## config.mk

```make
export PLATFORM = sky130hd
export DESIGN_NAME = throttle_gesture_light_controller
export DESIGN_NICKNAME = d
export VERILOG_FILES = /design/src/rtl/tglc_pkg.sv /design/src/rtl/throttle_gesture_light_controller.sv /design/src/rtl/tglc_cfg.sv /design/src/rtl/tglc_core.sv
export SDC_FILE = /design/constraint.sdc
export NUM_CORES = 1
export LEC_CHECK = 0
export ABC_AREA = 1
export BUFFER_PORTS_ARGS = -buffer_cell sky130_fd_sc_hd__buf_2
export CORE_UTILIZATION = 35
export DETAILED_ROUTE_END_ITERATION = 6
export PLACE_DENSITY = 0.57
export SETUP_SLACK_MARGIN = 0.5
export SLEW_MARGIN = 20
export SYNTH_ARGS = -nofsm -noshare
export SYNTH_HDL_FRONTEND = slang
export SYNTH_SLANG_ARGS = --single-unit
```

## constraint.sdc

```tcl
create_clock -name clk -period 9.5 [get_ports clk]
set_input_delay 1.425 -clock clk [delete_from_list [all_inputs] [get_ports clk]]
set_output_delay 1.425 -clock clk [all_outputs]
set_load 0.05 [all_outputs]
```

## src/rtl/tglc_pkg.sv

```systemverilog
// Shared types, register indices, reset values and helpers for the throttle
// gesture light controller. No dependencies; every other rtl file imports it.
package tglc_pkg;

  // field widths
  localparam int unsigned PW_W     = 12;
  localparam int unsigned MARGIN_W = 10;
  localparam int unsigned THR_W    = 13;
  localparam int unsigned TIME_W   = 16;
  localparam int unsigned PHASE_W  = 14;
  localparam int unsigned CFG_AW   = 3;
  localparam int unsigned CFG_DW   = 16;
  localparam int unsigned EVT_W    = 4;
  localparam int unsigned LAMP_W   = 4;

  // register indices
  localparam logic [CFG_AW-1:0] REG_CENTER     = 3'd0;
  localparam logic [CFG_AW-1:0] REG_MARGIN     = 3'd1;
  localparam logic [CFG_AW-1:0] REG_REVERSE    = 3'd2;
  localparam logic [CFG_AW-1:0] REG_SHORT_HOLD = 3'd3;
  localparam logic [CFG_AW-1:0] REG_FIRE_PHASE = 3'd4;
  localparam logic [CFG_AW-1:0] REG_IDLE_WAIT  = 3'd5;
  localparam logic [CFG_AW-1:0] REG_BLINK      = 3'd6;

  // register reset values
  localparam logic [PW_W-1:0]     RST_CENTER     = 12'd1500;
  localparam logic [MARGIN_W-1:0] RST_MARGIN     = 10'd20;
  localparam logic [TIME_W-1:0]   RST_SHORT_HOLD = 16'd300;
  localparam logic [PHASE_W-1:0]  RST_FIRE_PHASE = 14'd50;
  localparam logic [TIME_W-1:0]   RST_IDLE_WAIT  = 16'd3000;
  localparam logic [TIME_W-1:0]   RST_BLINK      = 16'd500;

  localparam logic [TIME_W-1:0]   TIME_SAT       = '1;

  // lamp bit positions
  localparam int unsigned LAMP_TAIL_L  = 0;
  localparam int unsigned LAMP_TAIL_R  = 1;
  localparam int unsigned LAMP_FIRE    = 2;
  localparam int unsigned LAMP_CHASSIS = 3;

  // event bit positions
  localparam int unsigned EVT_DROP  = 0;
  localparam int unsigned EVT_BRAKE = 1;
  localparam int unsigned EVT_FIRE  = 2;
  localparam int unsigned EVT_IDLE  = 3;

  // action codes
  localparam logic ACT_SAMPLE = 1'b0;
  localparam logic ACT_TICK   = 1'b1;

  typedef struct packed {
    logic [PW_W-1:0]     center;
    logic [MARGIN_W-1:0] margin;
    logic                reverse;
    logic [TIME_W-1:0]   short_hold_ms;
    logic [PHASE_W-1:0]  fire_phase_ms;
    logic [TIME_W-1:0]   idle_wait_ms;
    logic [TIME_W-1:0]   blink_ms;
  } tglc_cfg_t;

  typedef struct packed {
    logic            action;
    logic [PW_W-1:0] pulse_width;
    logic            switch_on;
    logic            stop_blink_enable;
  } tglc_item_t;

  typedef struct packed {
    logic [LAMP_W-1:0]      lamps;
    logic signed [THR_W-1:0] throttle_value;
    logic [EVT_W-1:0]       active_events;
  } tglc_result_t;

  // saturating millisecond counter step
  function automatic logic [TIME_W-1:0] sat_inc(input logic [TIME_W-1:0] c);
    sat_inc = (c == TIME_SAT) ? TIME_SAT : c + 1'b1;
  endfunction

  // magnitude of a throttle value
  function automatic logic [THR_W-1:0] thr_mag(input logic signed [THR_W-1:0] v);
    thr_mag = v[THR_W-1] ? THR_W'(-v) : THR_W'(v);
  endfunction

endpackage

```

## src/rtl/throttle_gesture_light_controller.sv

```systemverilog
// Top level of the throttle gesture light controller: stream ports, input and
// result registers. Depends on tglc_pkg, tglc_cfg and tglc_core.
//
//   channel  direction  handshake          contents
//   s_*      in         s_tvalid/s_tready  pulse sample or millisecond tick
//   m_*      out        m_tvalid/m_tready  lamp drives, throttle, event flags
//   cfg_*    in         cfg_we             register index and write data
//
// One request per cycle while the receiver keeps taking results; a request goes
// into the input register, then its result into the result register after the
// single event/lamp pass, and from there it is shown on m_*.
// rst is synchronous: registers return to their reset values, all events clear.
// A stalled result holds in the result register while one more request waits
// in the input register; s_tready drops only when both are full and m_tready
// is low.
module throttle_gesture_light_controller (
  input  logic                         clk,
  input  logic                         rst,
  // stream in
  input  logic                         s_tvalid,
  output logic                         s_tready,
  input  logic [15:0]                  s_tdata,  // pulse_width[11:0], switch_on[12],
                                                 // stop_blink_enable[13], zero[15:14]
  input  logic                         s_tuser,  // action[0]
  // stream out
  output logic                         m_tvalid,
  input  logic                         m_tready,
  output logic [23:0]                  m_tdata,  // tail_left[0], tail_right[1],
                                                 // fire_lamp[2], chassis_lamp[3],
                                                 // throttle_value[16:4],
                                                 // active_events[20:17], zero[23:21]
  // configuration
  input  logic                         cfg_we,
  input  logic [tglc_pkg::CFG_AW-1:0]  cfg_addr,
  input  logic [tglc_pkg::CFG_DW-1:0]  cfg_wdata
);
  import tglc_pkg::*;

  tglc_cfg_t    cfg;
  tglc_item_t   in_item;
  logic         in_valid;
  logic         advance;
  tglc_result_t core_result;
  tglc_result_t out_result;

  // config registers
  tglc_cfg u_cfg (
    .clk       (clk),
    .rst       (rst),
    .cfg_we    (cfg_we),
    .cfg_addr  (cfg_addr),
    .cfg_wdata (cfg_wdata),
    .cfg       (cfg)
  );

  // handshake control
  assign advance  = in_valid && (!m_tvalid || m_tready);
  assign s_tready = !in_valid || advance;

  // input register
  always_ff @(posedge clk) begin
    if (rst) begin
      in_valid <= 1'b0;
    end else if (s_tvalid && s_tready) begin
      in_valid <= 1'b1;
    end else if (advance) begin
      in_valid <= 1'b0;
    end
  end

  always_ff @(posedge clk) begin
    if (s_tvalid && s_tready) begin
      in_item.action            <= s_tuser;
      in_item.pulse_width       <= s_tdata[PW_W-1:0];
      in_item.switch_on         <= s_tdata[PW_W];
      in_item.stop_blink_enable <= s_tdata[PW_W+1];
    end
  end

  // event and lamp logic
  tglc_core u_core (
    .clk    (clk),
    .rst    (rst),
    .step   (advance),
    .item   (in_item),
    .cfg    (cfg),
    .result (core_result)
  );

  // result register
  always_ff @(posedge clk) begin
    if (rst) begin
      m_tvalid <= 1'b0;
    end else if (advance) begin
      m_tvalid <= 1'b1;
    end else if (m_tready) begin
      m_tvalid <= 1'b0;
    end
  end

  always_ff @(posedge clk) begin
    if (advance) out_result <= core_result;
  end

  assign m_tdata = {3'b000, out_result.active_events, out_result.throttle_value,
                    out_result.lamps};

  // a held request moves on as soon as the result register is free
  assert property (@(posedge clk) disable iff (rst)
    in_valid && !m_tvalid |=> m_tvalid)
    else $error("request stuck with result register empty");

endmodule

```

## src/rtl/tglc_cfg.sv

```systemverilog
// Configuration register file for the throttle gesture light controller.
// Depends on tglc_pkg for register indices, reset values and the config struct.
module tglc_cfg (
  input  logic                         clk,
  input  logic                         rst,
  input  logic                         cfg_we,
  input  logic [tglc_pkg::CFG_AW-1:0]  cfg_addr,
  input  logic [tglc_pkg::CFG_DW-1:0]  cfg_wdata,
  output tglc_pkg::tglc_cfg_t          cfg
);
  import tglc_pkg::*;

  // register writes, unknown indices ignored
  always_ff @(posedge clk) begin
    if (rst) begin
      cfg.center        <= RST_CENTER;
      cfg.margin        <= RST_MARGIN;
      cfg.reverse       <= 1'b0;
      cfg.short_hold_ms <= RST_SHORT_HOLD;
      cfg.fire_phase_ms <= RST_FIRE_PHASE;
      cfg.idle_wait_ms  <= RST_IDLE_WAIT;
      cfg.blink_ms      <= RST_BLINK;
    end else if (cfg_we) begin
      case (cfg_addr)
        REG_CENTER:     cfg.center        <= cfg_wdata[PW_W-1:0];
        REG_MARGIN:     cfg.margin        <= cfg_wdata[MARGIN_W-1:0];
        REG_REVERSE:    cfg.reverse       <= cfg_wdata[0];
        REG_SHORT_HOLD: cfg.short_hold_ms <= cfg_wdata[TIME_W-1:0];
        REG_FIRE_PHASE: cfg.fire_phase_ms <= cfg_wdata[PHASE_W-1:0];
        REG_IDLE_WAIT:  cfg.idle_wait_ms  <= cfg_wdata[TIME_W-1:0];
        REG_BLINK:      cfg.blink_ms      <= cfg_wdata[TIME_W-1:0];
        default: ;
      endcase
    end
  end

endmodule

```

## src/rtl/tglc_core.sv

```systemverilog
// Event detection, timers and lamp logic of the throttle gesture light controller.
// Depends on tglc_pkg; one request is processed in every cycle that step is high.
module tglc_core (
  input  logic                  clk,
  input  logic                  rst,
  input  logic                  step,
  input  tglc_pkg::tglc_item_t  item,
  input  tglc_pkg::tglc_cfg_t   cfg,
  output tglc_pkg::tglc_result_t result
);
  import tglc_pkg::*;

  // state
  logic signed [THR_W-1:0] last_throttle, last_throttle_next;
  logic                    drop_active, drop_active_next;
  logic [TIME_W-1:0]       drop_elapsed, drop_elapsed_next;
  logic                    brake_active, brake_active_next;
  logic                    fire_active, fire_active_next;
  logic [TIME_W-1:0]       fire_elapsed, fire_elapsed_next;
  logic                    idle_active, idle_active_next;
  logic [TIME_W-1:0]       idle_elapsed, idle_elapsed_next;
  logic [TIME_W-1:0]       blink_elapsed, blink_elapsed_next;
  logic                    blink_phase, blink_phase_next;
  logic [LAMP_W-1:0]       lamp_levels, lamp_levels_next;

  // sample path
  logic                    is_tick;
  logic signed [THR_W-1:0] t_raw, t_new, thr;
  logic [THR_W-1:0]        mag_p, mag_thr, m_ext;
  logic signed [THR_W-1:0] m_signed;
  logic signed [THR_W:0]   diff;
  logic [THR_W:0]          mag_d;
  logic                    drop_set, brake_set, fire_set, idle_set;
  logic [TIME_W:0]         phase_x2, phase_x3;

  assign is_tick  = (item.action == ACT_TICK);
  assign t_raw    = $signed({1'b0, item.pulse_width}) - $signed({1'b0, cfg.center});
  assign t_new    = cfg.reverse ? -t_raw : t_raw;
  assign thr      = is_tick ? last_throttle : t_new;
  assign mag_thr  = thr_mag(thr);
  assign mag_p    = thr_mag(last_throttle);
  assign m_ext    = THR_W'(cfg.margin);
  assign m_signed = $signed(m_ext);
  assign diff     = (THR_W+1)'(t_new) - (THR_W+1)'(last_throttle);
  assign mag_d    = diff[THR_W] ? (THR_W+1)'(-diff) : (THR_W+1)'(diff);

  // event starts, only meaningful on a sample
  assign drop_set  = (mag_thr < mag_p) && (mag_d > (THR_W+1)'(m_ext)) && (mag_thr > m_ext);
  assign brake_set = (mag_p < m_ext) && (mag_thr > m_ext) && t_new[THR_W-1];
  assign fire_set  = (last_throttle > m_signed) && (mag_thr < m_ext);
  assign idle_set  = item.stop_blink_enable && !idle_active && (mag_thr < m_ext);

  // fire pattern phase boundaries
  assign phase_x2 = (TIME_W+1)'({cfg.fire_phase_ms, 1'b0});
  assign phase_x3 = phase_x2 + (TIME_W+1)'(cfg.fire_phase_ms);

  // timers, event starts, then the lamp service pass
  always_comb begin
    last_throttle_next = thr;
    drop_active_next   = drop_active;
    drop_elapsed_next  = drop_elapsed;
    brake_active_next  = brake_active;
    fire_active_next   = fire_active;
    fire_elapsed_next  = fire_elapsed;
    idle_active_next   = idle_active;
    idle_elapsed_next  = idle_elapsed;
    blink_elapsed_next = blink_elapsed;
    blink_phase_next   = blink_phase;
    lamp_levels_next   = lamp_levels;

    if (is_tick) begin
      drop_elapsed_next  = sat_inc(drop_elapsed);
      fire_elapsed_next  = sat_inc(fire_elapsed);
      idle_elapsed_next  = sat_inc(idle_elapsed);
      blink_elapsed_next = sat_inc(blink_elapsed);
    end else begin
      if (drop_set) begin
        drop_active_next  = 1'b1;
        drop_elapsed_next = '0;
      end
      if (brake_set) brake_active_next = 1'b1;
      if (fire_set) begin
        fire_active_next  = 1'b1;
        fire_elapsed_next = '0;
      end
      if (idle_set) begin
        idle_active_next  = 1'b1;
        idle_elapsed_next = '0;
      end
    end

    // drop hold
    if (drop_active_next) begin
      lamp_levels_next[LAMP_TAIL_L] = 1'b1;
      lamp_levels_next[LAMP_TAIL_R] = 1'b1;
      if (drop_elapsed_next >= cfg.short_hold_ms) begin
        if (!item.switch_on) lamp_levels_next[LAMP_TAIL_L] = 1'b0;
        lamp_levels_next[LAMP_TAIL_R] = 1'b0;
        drop_active_next = 1'b0;
      end
    end

    // fire on-off-on pattern
    if (fire_active_next) begin
      if ((TIME_W+1)'(fire_elapsed_next) >= phase_x3) begin
        lamp_levels_next[LAMP_FIRE] = 1'b0;
        fire_active_next = 1'b0;
      end else if ((TIME_W+1)'(fire_elapsed_next) >= phase_x2) begin
        lamp_levels_next[LAMP_FIRE] = 1'b1;
      end else if (fire_elapsed_next >= TIME_W'(cfg.fire_phase_ms)) begin
        lamp_levels_next[LAMP_FIRE] = 1'b0;
      end else begin
        lamp_levels_next[LAMP_FIRE] = 1'b1;
      end
    end

    // idle wait and chassis blinking
    if (idle_active_next) begin
      if ((mag_thr > m_ext) || !item.stop_blink_enable) begin
        idle_active_next = 1'b0;
        blink_phase_next = 1'b0;
        lamp_levels_next[LAMP_CHASSIS] = !item.stop_blink_enable && item.switch_on;
      end else if ((idle_elapsed_next >= cfg.idle_wait_ms) &&
                   (blink_elapsed_next >= cfg.blink_ms)) begin
        blink_phase_next = !blink_phase;
        lamp_levels_next[LAMP_CHASSIS] = !blink_phase;
        blink_elapsed_next = '0;
      end
    end

    // brake lamps until centre or forward
    if (brake_active_next) begin
      lamp_levels_next[LAMP_TAIL_L] = 1'b1;
      lamp_levels_next[LAMP_TAIL_R] = 1'b1;
      if ((mag_thr < m_ext) || (thr > m_signed)) begin
        if (!item.switch_on) lamp_levels_next[LAMP_TAIL_L] = 1'b0;
        lamp_levels_next[LAMP_TAIL_R] = 1'b0;
        brake_active_next = 1'b0;
      end
    end
  end

  // state registers
  always_ff @(posedge clk) begin
    if (rst) begin
      last_throttle <= '0;
      drop_active   <= 1'b0;
      drop_elapsed  <= '0;
      brake_active  <= 1'b0;
      fire_active   <= 1'b0;
      fire_elapsed  <= '0;
      idle_active   <= 1'b0;
      idle_elapsed  <= '0;
      blink_elapsed <= TIME_SAT;
      blink_phase   <= 1'b0;
      lamp_levels   <= '0;
    end else if (step) begin
      last_throttle <= last_throttle_next;
      drop_active   <= drop_active_next;
      drop_elapsed  <= drop_elapsed_next;
      brake_active  <= brake_active_next;
      fire_active   <= fire_active_next;
      fire_elapsed  <= fire_elapsed_next;
      idle_active   <= idle_active_next;
      idle_elapsed  <= idle_elapsed_next;
      blink_elapsed <= blink_elapsed_next;
      blink_phase   <= blink_phase_next;
      lamp_levels   <= lamp_levels_next;
    end
  end

  // result of the request being processed
  always_comb begin
    result.lamps          = lamp_levels_next;
    result.throttle_value = last_throttle_next;
    result.active_events  = '0;
    result.active_events[EVT_DROP]  = drop_active_next;
    result.active_events[EVT_BRAKE] = brake_active_next;
    result.active_events[EVT_FIRE]  = fire_active_next;
    result.active_events[EVT_IDLE]  = idle_active_next;
  end

  // a tick never moves the throttle
  assert property (@(posedge clk) disable iff (rst)
    step && is_tick |=> last_throttle == $past(last_throttle))
    else $error("throttle changed on a tick");

  // an active brake keeps both tail lamps lit
  assert property (@(posedge clk) disable iff (rst)
    brake_active |-> lamp_levels[LAMP_TAIL_L] && lamp_levels[LAMP_TAIL_R])
    else $error("brake active with a tail lamp off");

  // blink phase only runs while idle is active
  assert property (@(posedge clk) disable iff (rst)
    !idle_active |-> !blink_phase)
    else $error("blink phase set outside idle");

endmodule

```

==> results.md, run 1 <==
- Hold endpoint: u_cfg.cfg[57]
- CTS tree: done
- I/O Pins: 67
- Count leader, synth: nand2_1
- Die Area: 46700 um2
- Total power: 3.08 mW
- Initial DRC count: 934
- Register area: 4540 um2
- Synthesized area: 16100 um2
- EDFF count, synth: 36
- Initial Utilization: 35.5%
- Largest area contributor in the netlist: dfxtp_1
- Worst-case vdd ir drop: 147 uV
- Routed vias: 14600
- Fill cells: 4727
- TritonCTS Buffers: 26
- Share of cells above drive strength 1: 8.32%
- Top FF cell, synth: dfxtp_1
- Top delay family on crit path: simple AND/OR/NAND/NOR gates
- R2R Path Start: u_cfg.cfg[73]
- Final worst-path cycle share: 84.5%
- RD Place Congestion: 0.861
- Std-Cell Rows: 78
- Largest stage delay, worst path: 540 ps
- Drt total wl: 44.2 mm
- Area contributors post-synth: dfxtp_1 (22%), ha_1 (16%), nand2_1 (8.9%), inv_1 (8.7%), a21oi_1 (7.3%)
- Height of the die: 216 um
- Final Hold Viols: 0
- Pre-Repair DR Iteration Count: 5
- Drt via density: 5.03
- Post-route DRC: 0
- Cell count after synthesis: 2257
- Vias in the first global route: 14000
- Final HPWL DP: 32.6 mm
- Hold path start: u_cfg.cfg[57]
- H-tree levels: 1
- R2R Path End: m_tdata[3]
- Slowest CP cell: fa_1
- Placed cell count: 2856
- GR Overflow Total: 0
- Diodes inserted: 0
- Count of cell types in the netlist: 62
- Multi-input gate area: 9750 um2
- # nets final: 2530
- First-pass GRT wire length: 72.3 mm
- Port Buffers: 61
- Pwr dens: 172 nW/um2
- Worst-path clk slew: 60 ps
- Sink Count: 209
- Synth top area share: 21.6%
- Detail Route Antenna Nets: 0
- Hold Crit Depth: 2
- Synth top cells by count: nand2_1 (379), inv_1 (373), a21oi_1 (234), ha_1 (199), dfxtp_1 (173)
- Clk Latency, worst-skew pair: 560 ps
- Placed cell area: 16900 um2
- Layout area overhead: 11.1%
- Critical Path AT: 8460 ps
- Initial antenna violation count: 0
- Syn Area/Cell: 7.11 um2
- Crit path launch type: register
- Outcome: completed
- Post-layout util: 39.4%
- Crit path buf inv count: 4
- Min-delay worst type: reg -> reg
- Max FO, Critical Path: 17
- Fin crit period: 8030 ps
- Setup Skew: 14.3 ps
- Max Clk Rate: 125 MHz
- Die X: 216 um
- Clock Path Buffers: 3
- Reg2reg setup slack: 1470 ps
- Slew HR: 34.6%
- WP data required: 9930 ps
- R2R depth: 50
- Root Driver: clkbuf_16
- Leak: 8.59 nW
- Yosys warning count: 0
- Setup violators final: 0
- Most used cell, CP: nand2_1
- Critical path type: reg -> reg
- Non-Filler Instances: 2907
- Pin slew with the least headroom to its limit: 980 ps
- TNS Setup: 0 ps
- Core Area: 45300 um2
- GRT Overall Usage: 19.1%
- Max-slew violations: 0
- Max-cap violations: 0
- Yosys reg bits: 209
- Post-route design area: 17800 um2
- Post-synthesis sequential area ratio: 28.3%
- Post-synth ARST share: 0%
- RSZ-0062 raised after global routing: no
- Largest net degree at the start of global routing: 94
- Crit. End Element: register
- Routed WL per cell: 15.2 um
-- layer usage --
metal	vias to the layer above	GRT usage, %	share of wire (%)
met5	-	0	0
met4	0	6.57	2.9
met3	77	2.23	4.5
met2	313	33.1	47
met1	6644	24.3	46
li1	7579	-	-
-- report_power, final --
group          internal, mW  switching (mW)  total (mW)
registers             0.957          0.0382       0.995
clock network         0.700           0.418        1.12
logic                 0.344           0.619       0.962
-- state kept, by name (all words and copies together), names as in the netlist, 4 cells and up --
register and count:
in_item 15, m_tdata 21, u_cfg.cfg 85, u_core.blink_elapsed 16, u_core.drop_elapsed 16, u_core.fire_elapsed 16
u_core.idle_elapsed 16, u_core.lamp_levels 4, u_core.last_throttle 13
-- logic make-up (layout without fill, tap and decap cells) --
kind of cell / Yosys count / in the layout / share of synthesized area [%]
AND/OR/NAND/NOR: 779 / 779 / 21.5
AO/OA/AOI/OAI: 529 / 529 / 18.8
other: 1 / 3 / 0.0234
flip-flops: 209 / 209 / 28.3
buffers and inverters: 456 / 504 / 11.0
adder cells (fa/ha/maj): 202 / 202 / 15.9
XOR/XNOR: 81 / 81 / 4.42
-- worst register-to-register path: cells and delay by family, from the launching register on --
family	cells	cell delay, ps
adders and majority gates	5	1510
DFF	1	350
buffers and inverters	4	490
xor gates and xnor gates	1	230
and+or+nand+nor	27	3420
AOI/OAI and AO/OA	13	1910
-- cell type report --
class	count	area share [%]
multi-input cells	1594	54.6
flip-flops and latches	209	25.5
inverters	384	8.10
clock buffers	39	4.56
well taps	600	4.21
repair buffers	72	2.17
clock inverters	9	0.876
-- placed cells by master, fill, tap and decap left out, drive strengths merged, types with 4 or more instances in the layout --
master  synthesis  final
nand4          31     31
clkinv          1      6
inv           383    383
bufinv          0      4
o21ai         167    167
o22a            4      4
nand3         106    106
nand2         407    407
xor2           74     74
o21bai          8      8
nor4           11     11
a21o            7      7
a21boi          5      5
nor3           38     38
nor2          178    178
a211oi         17     17
edfxtp         36     36
dfxtp         173    173
buf            25     72
xnor2           7      7
a21oi         235    235
clkbuf         47     39
ha            199    199
o21a            8      8
o22ai          12     12
o211ai         44     44
-- timing repair --
action,4_1_cts,5_1_grt
setup buffers,0,3
setup endpoints to repair,0,6
hold buffers,0,0
resized for setup,0,1
-- per-stage QoR --
stage / setup slack, ps / hold slack, ps
global route: 642 / 473
finish: 1470 / 461
CTS: 1090 / 463
floorplan: 2760 / 435
detailed placement: 1110 / 454
global placement: 1230 / 448
-- worst max path at each step --
stage / start / endpoint / slack (ps) / cells after the start
4_1_cts: in_item[2] / m_tdata[1] / 1090 / 54
2_1_floorplan: in_item[2] / m_tdata[1] / 2760 / 58
3_5_place_dp: in_item[2] / m_tdata[1] / 1110 / 54
3_3_place_gp: in_item[2] / m_tdata[1] / 1230 / 54
6_report: u_cfg.cfg[73] / m_tdata[3] / 1470 / 50
5_1_grt: in_item[2] / m_tdata[3] / 640 / 53
Power figures use the tool's default switching activity.
==> run 2, diff against run 1 <==
--- a/config.mk
+++ b/config.mk
@@ -9,7 +9,7 @@
 export BUFFER_PORTS_ARGS = -buffer_cell sky130_fd_sc_hd__buf_2
 export CORE_UTILIZATION = 35
 export DETAILED_ROUTE_END_ITERATION = 6
-export PLACE_DENSITY = 0.57
+export PLACE_DENSITY = 0.59
 export SETUP_SLACK_MARGIN = 0.5
 export SLEW_MARGIN = 20
 export SYNTH_ARGS = -nofsm -noshare
==> constraint.sdc (replaced) <==
create_clock -name clk -period 7.25 [get_ports clk]
set_input_delay 1.0875 -clock clk [delete_from_list [all_inputs] [get_ports clk]]
set_output_delay 1.0875 -clock clk [all_outputs]
set_load 0.05 [all_outputs]
==> results.md, run 2 (synthesis results as in run 1) <==
- GRT Overall Usage: 19.8%
- GR Overflow Total: 0
- RD Place Congestion: 0.889
- CTS tree: done
- Detail Route Antenna Nets: 0
- Fin crit period: 6940 ps
- Most frequent cells in the layout: inv_1 (362), nand2_1 (359), a21oi_1 (223)
- Reg2reg setup slack: 310 ps
- Sink Count: 209
- RSZ-0062 raised after global routing: yes
- Final HPWL DP: 33.6 mm
- R2R Path Start: in_item[2]
- Root Driver: clkbuf_16
- Outcome: finished with violations
- Clock Path Buffers: 3
- Leak: 9.02 nW
- Top layer in use: met4
- TritonCTS Buffers: 28
- Fill cells: 4626
- Crit path launch type: register
- Pwr dens: 226 nW/um2
- Met1 wire length: 20.9 mm
- Std-Cell Rows: 78
- Routed vias: 15100
- Total power: 4.28 mW
- Setup Skew: 49.8 ps
- Final Hold Viols: 0
- Hold path start: u_cfg.cfg[28]
- Post-route DRC: 1
- Crit. End Element: register
- Met3 WL post-DR: 2.16 mm
- Min-delay worst type: reg -> reg
- R2R Path End: m_tdata[1]
- Initial Utilization: 35.5%
- Number of flip-flops in the largest register: 85
- Routed WL per cell: 15.5 um
- Critical Path AT: 7280 ps
- Largest stage delay, worst path: 510 ps
- H-tree levels: 1
- Post-layout util: 41.7%
- Max-slew violations: 0
- Drt total wl: 46.5 mm
- Pin slew with the least headroom to its limit: 1070 ps
- Met2 WL: 22.1 mm
- Core Area: 45300 um2
- Slew HR: 28.1%
- Die Area: 46700 um2
- Vias in the first global route: 14700
- Port Buffers: 61
- Initial antenna violation count: 0
- Max FO, Critical Path: 5
- Critical path type: reg -> reg
- Clk Latency, worst-skew pair: 600 ps
- Initial DRC count: 864
- WP data required: 7590 ps
- Hold Crit Depth: 2
- Most common cell after layout, fill and taps aside: inv_1
- Height of the die: 216 um
- Setup violators final: 0
- Failing checks: DRC
- Pre-Repair DR Iteration Count: 7
- R2R depth: 47
- Worst-path clk slew: 60 ps
- # nets final: 2611
- First-pass GRT wire length: 75.2 mm
- Drt via density: 5.06
- Largest net degree at the start of global routing: 82
- Most used cell, CP: nand2_1
- Worst-case vdd ir drop: 203 uV
- Share of cells above drive strength 1: 14.7%
- Max-cap violations: 0
- I/O Pins: 67
- Layout area overhead: 17.7%
- CTS Hold Bufs: 0
- Largest Register: u_cfg.cfg
- Final worst-path cycle share: 95.8%
- Slowest CP cell: fa_1
- Hold endpoint: u_cfg.cfg[28]
- Die X: 216 um
- Max Clk Rate: 144 MHz
==> run 2: area by class of cell <==
| cell class | instances | area (um2) | area share, % |
|---|---|---|---|
| diodes | 1 | 2.50 | 0.0132 |
| repair buffers | 149 | 1020 | 5.37 |
| clock buffers | 42 | 855 | 4.52 |
| flip-flops and latches | 209 | 4540 | 24.0 |
| clock inverters | 10 | 135 | 0.715 |
| multi-input cells | 1596 | 10200 | 53.7 |
| inverters | 384 | 1450 | 7.68 |
| well taps | 600 | 751 | 3.97 |
==> run 2: critical path: cells and delay by family (launching register included) <==
kind / cells / cell delay, ps
XOR/XNOR: 1 / 160
adder cells (fa/ha/maj): 6 / 1690
flip-flops: 1 / 330
AND/OR/NAND/NOR: 21 / 2370
AO/OA/AOI/OAI: 11 / 1610
buffers and inverters: 8 / 570
==> run 2: how the worst max path moves through the flow <==
stage                             to       start  cells after the start  slack [ps]
6_report                  m_tdata[1]  in_item[2]                     47         310
5_1_grt        u_core.lamp_levels[1]  in_item[2]                     57        -220
4_1_cts                   m_tdata[1]  in_item[2]                     57         150
3_5_place_dp              m_tdata[1]  in_item[2]                     54        -300
3_3_place_gp   u_core.lamp_levels[0]  in_item[2]                     56        -150
2_1_floorplan             m_tdata[1]  in_item[2]                     58         510
==> run 2: metrics by stage <==
| step | cell area, um2 | setup TNS (ps) | std cells | setup slack [ps] | hold WS, ps |
|---|---|---|---|---|---|
| after floorplan | 16100 | 0 | 2259 | 511 | 435 |
| after global placement | 17300 | -614 | 2915 | -155 | 449 |
| after detailed placement | 17300 | -1410 | 2915 | -299 | 454 |
| after CTS | 18600 | 0 | 2985 | 152 | 464 |
| after global routing | 18900 | -1080 | 2990 | -218 | 485 |
| final | 18900 | 0 | 2991 | 307 | 462 |
==> run 2: layer usage <==
layer  global-route usage [%]  vias to the layer above
met5                        0                        -
met4                     6.71                        0
met3                     2.29                       79
met2                     34.7                      333
met1                     25.1                     6978
li1                         -                     7742
==> run 2: power breakdown <==
part,total (mW),switching [mW],internal (mW)
clock network,1.46,0.572,0.888
logic,1.51,0.912,0.601
registers,1.31,0.0512,1.25
total,4.28,1.54,2.74
==> run 2: repair_timing <==
action                     4_1_cts  5_1_grt
pin swaps                       47       55
setup buffers                   16        5
resized for setup               56       63
hold endpoints to repair         0        0
setup endpoints to repair       29       29
cloned                           2        0
==> run 3, diff against run 2 <==
--- a/config.mk
+++ b/config.mk
@@ -8,6 +8,7 @@
 export ABC_AREA = 1
 export BUFFER_PORTS_ARGS = -buffer_cell sky130_fd_sc_hd__buf_2
 export CORE_UTILIZATION = 35
+export CTS_BUF_LIST = sky130_fd_sc_hd__clkbuf_16
 export DETAILED_ROUTE_END_ITERATION = 6
 export PLACE_DENSITY = 0.59
 export SETUP_SLACK_MARGIN = 0.5
==> constraint.sdc (replaced) <==
create_clock -name clk -period 7.25 [get_ports clk]
set_input_delay 0.725 -clock clk [delete_from_list [all_inputs] [get_ports clk]]
set_output_delay 0.725 -clock clk [all_outputs]
set_load 0.05 [all_outputs]
==> results.md, run 3 (synthesis results as in run 1) <==
- Outcome: completed
- Layout area overhead: 17.3%
- Max-slew violations: 0
- Leak: 8.91 nW
- Std-Cell Rows: 78
- Diodes inserted: 0
- Crit path launch type: register
- Pwr dens: 220 nW/um2
- Crit. End Element: register
- I/O Pins: 67
- RSZ-0062 raised after global routing: yes
- Max-cap violations: 0
- Initial DRC count: 904
- Post-route DRC: 0
- Die Area: 46700 um2
- Final worst-path cycle share: 96.3%
- Top delay family on crit path: simple AND/OR/NAND/NOR gates
- R2R Path End: u_core.lamp_levels[1]
- Reg2reg setup slack: 270 ps
- Port Buffers: 61
- Share of cells above drive strength 1: 15.0%
- GRT Overall Usage: 19.2%
- Sink Count: 209
- Slowest CP cell: fa_1
- First-pass GRT wire length: 73.0 mm
- Min-delay worst type: in -> reg
- R2R Path Start: in_item[2]
- Setup Skew: 17.0 ps
- CTS Hold Bufs: 0
- Final HPWL DP: 33.3 mm
- Pre-Repair DR Iteration Count: 5
- Met2 Resource Use GR: 33.2%
- Routed vias: 15000
- Initial antenna violation count: 0
- Crit path buf inv count: 9
- TritonCTS Buffers: 26
- Largest stage delay, worst path: 520 ps
- Pin slew with the least headroom to its limit: 983 ps
- Placed cell count: 2898
- Critical Path AT: 7460 ps
- Non-Filler Instances: 2972
- Hold Slack: 339 ps
- WP data required: 7730 ps
- Met3 global-route usage: 2.22%
- Post-layout util: 41.6%
- Critical path type: reg -> reg
- GRT met1 Usage: 24.3%
- Initial Utilization: 35.5%
- Hold path start: s_tdata[13]
- Die X: 216 um
- GR Overflow Total: 0
- Most frequent cells in the layout: inv_1 (358), nand2_1 (356), a21oi_1 (221)
- RD Place Congestion: 0.866
- Max FO, Critical Path: 7
- Routed WL per cell: 15.3 um
- Height of the die: 216 um
- TNS Setup: 0 ps
- Core Area: 45300 um2
- GRT busiest layer: met2
- Clock Path Buffers: 3
- Hold Crit Depth: 1
- R2R depth: 52
- Worst-path clk slew: 60 ps
- Worst-case vdd ir drop: 169 uV
- Fin crit period: 6980 ps
- Clk Latency, worst-skew pair: 560 ps
- H-tree levels: 1
- Drt total wl: 45.5 mm
- Max Clk Rate: 143 MHz
- Final Hold Viols: 0
- Root Driver: clkbuf_16
- Fill cells: 4672
- Slew HR: 34.2%
- Number of flip-flops in the largest register: 85
- Largest net degree at the start of global routing: 89
- Setup violators final: 0
- Drt via density: 5.06
- CTS tree: done
- Largest Register: u_cfg.cfg
- Vias in the first global route: 14500
- Most common cell after layout, fill and taps aside: inv_1
- Most used cell, CP: nand2_1
- Hold endpoint: in_item[0]
- # nets final: 2595
- Detail Route Antenna Nets: 0
[run 3: changes by cell type in the layout (fill, tap and decap cells not counted), sizes merged]
cell and delta:
clkbuf -16, buf -13, clkinv +5, inv +4, bufinv +2, a22o -1, clkinvlp +1, diode -1
[run 3: worst max-delay path by stage]
stage / from / endpoint / slack (ps) / depth (start not counted)
after floorplan: in_item[2] / m_tdata[1] / 510 / 58
after global placement: in_item[2] / m_tdata[0] / -60 / 54
after detailed placement: in_item[2] / m_tdata[1] / -140 / 57
after CTS: in_item[2] / m_tdata[1] / 40 / 57
after global routing: in_item[2] / m_tdata[1] / -340 / 54
final: in_item[2] / u_core.lamp_levels[1] / 270 / 52
[run 3: timing repair]
| item | CTS | global route |
|---|---|---|
| endpoints found under the setup margin | 29 | 29 |
| buffers inserted | 15 | 10 |
| pin swaps | 46 | 86 |
| gates resized for setup | 54 | 98 |
| gates cloned | 1 | 0 |
[run 3: cell type report]
type | instances | area, um2 | share of cell area (%)
multi-input combinational | 1595 | 10300 | 54.7
clock buffer | 26 | 651 | 3.45
tap | 600 | 751 | 3.99
inverter | 384 | 1450 | 7.71
clock inverter | 22 | 225 | 1.20
sequential | 209 | 4550 | 24.1
timing repair buffer | 136 | 918 | 4.88
[run 3: where the power goes]
part | internal, mW | leakage (nW) | switching (mW) | total (mW)
logic | 0.585 | 6.72 | 0.912 | 1.50
clock network | 0.797 | 0.434 | 0.555 | 1.35
registers | 1.25 | 1.76 | 0.0505 | 1.30
total | 2.64 | 8.91 | 1.52 | 4.15
[run 3: per-stage QoR]
step	power [mW]	worst slack (ps)	area (um2)
6_report	4.15	269	18800
5_1_grt	4.43	-342	18800
2_1_floorplan	2.28	511	16100
3_5_place_dp	2.64	-138	17200
3_3_place_gp	2.59	-64.0	17200
4_1_cts	4.06	41.4	18300
[run 3: worst register-to-register path: cells and delay by family (launching register included)]
family          cells  cell delay, ps
xor+xnor            1             140
flops               1             320
compound gates      8            1310
fa+ha+maj           6            1750
simple gates       28            2570
buf+inv             9             820
[run 3: layer usage]
metal	share of wire, %	vias to the layer above
li1	-	7695
met1	45	6921
met2	47	339
met3	5.1	79
met4	3.3	0
met5	0	-
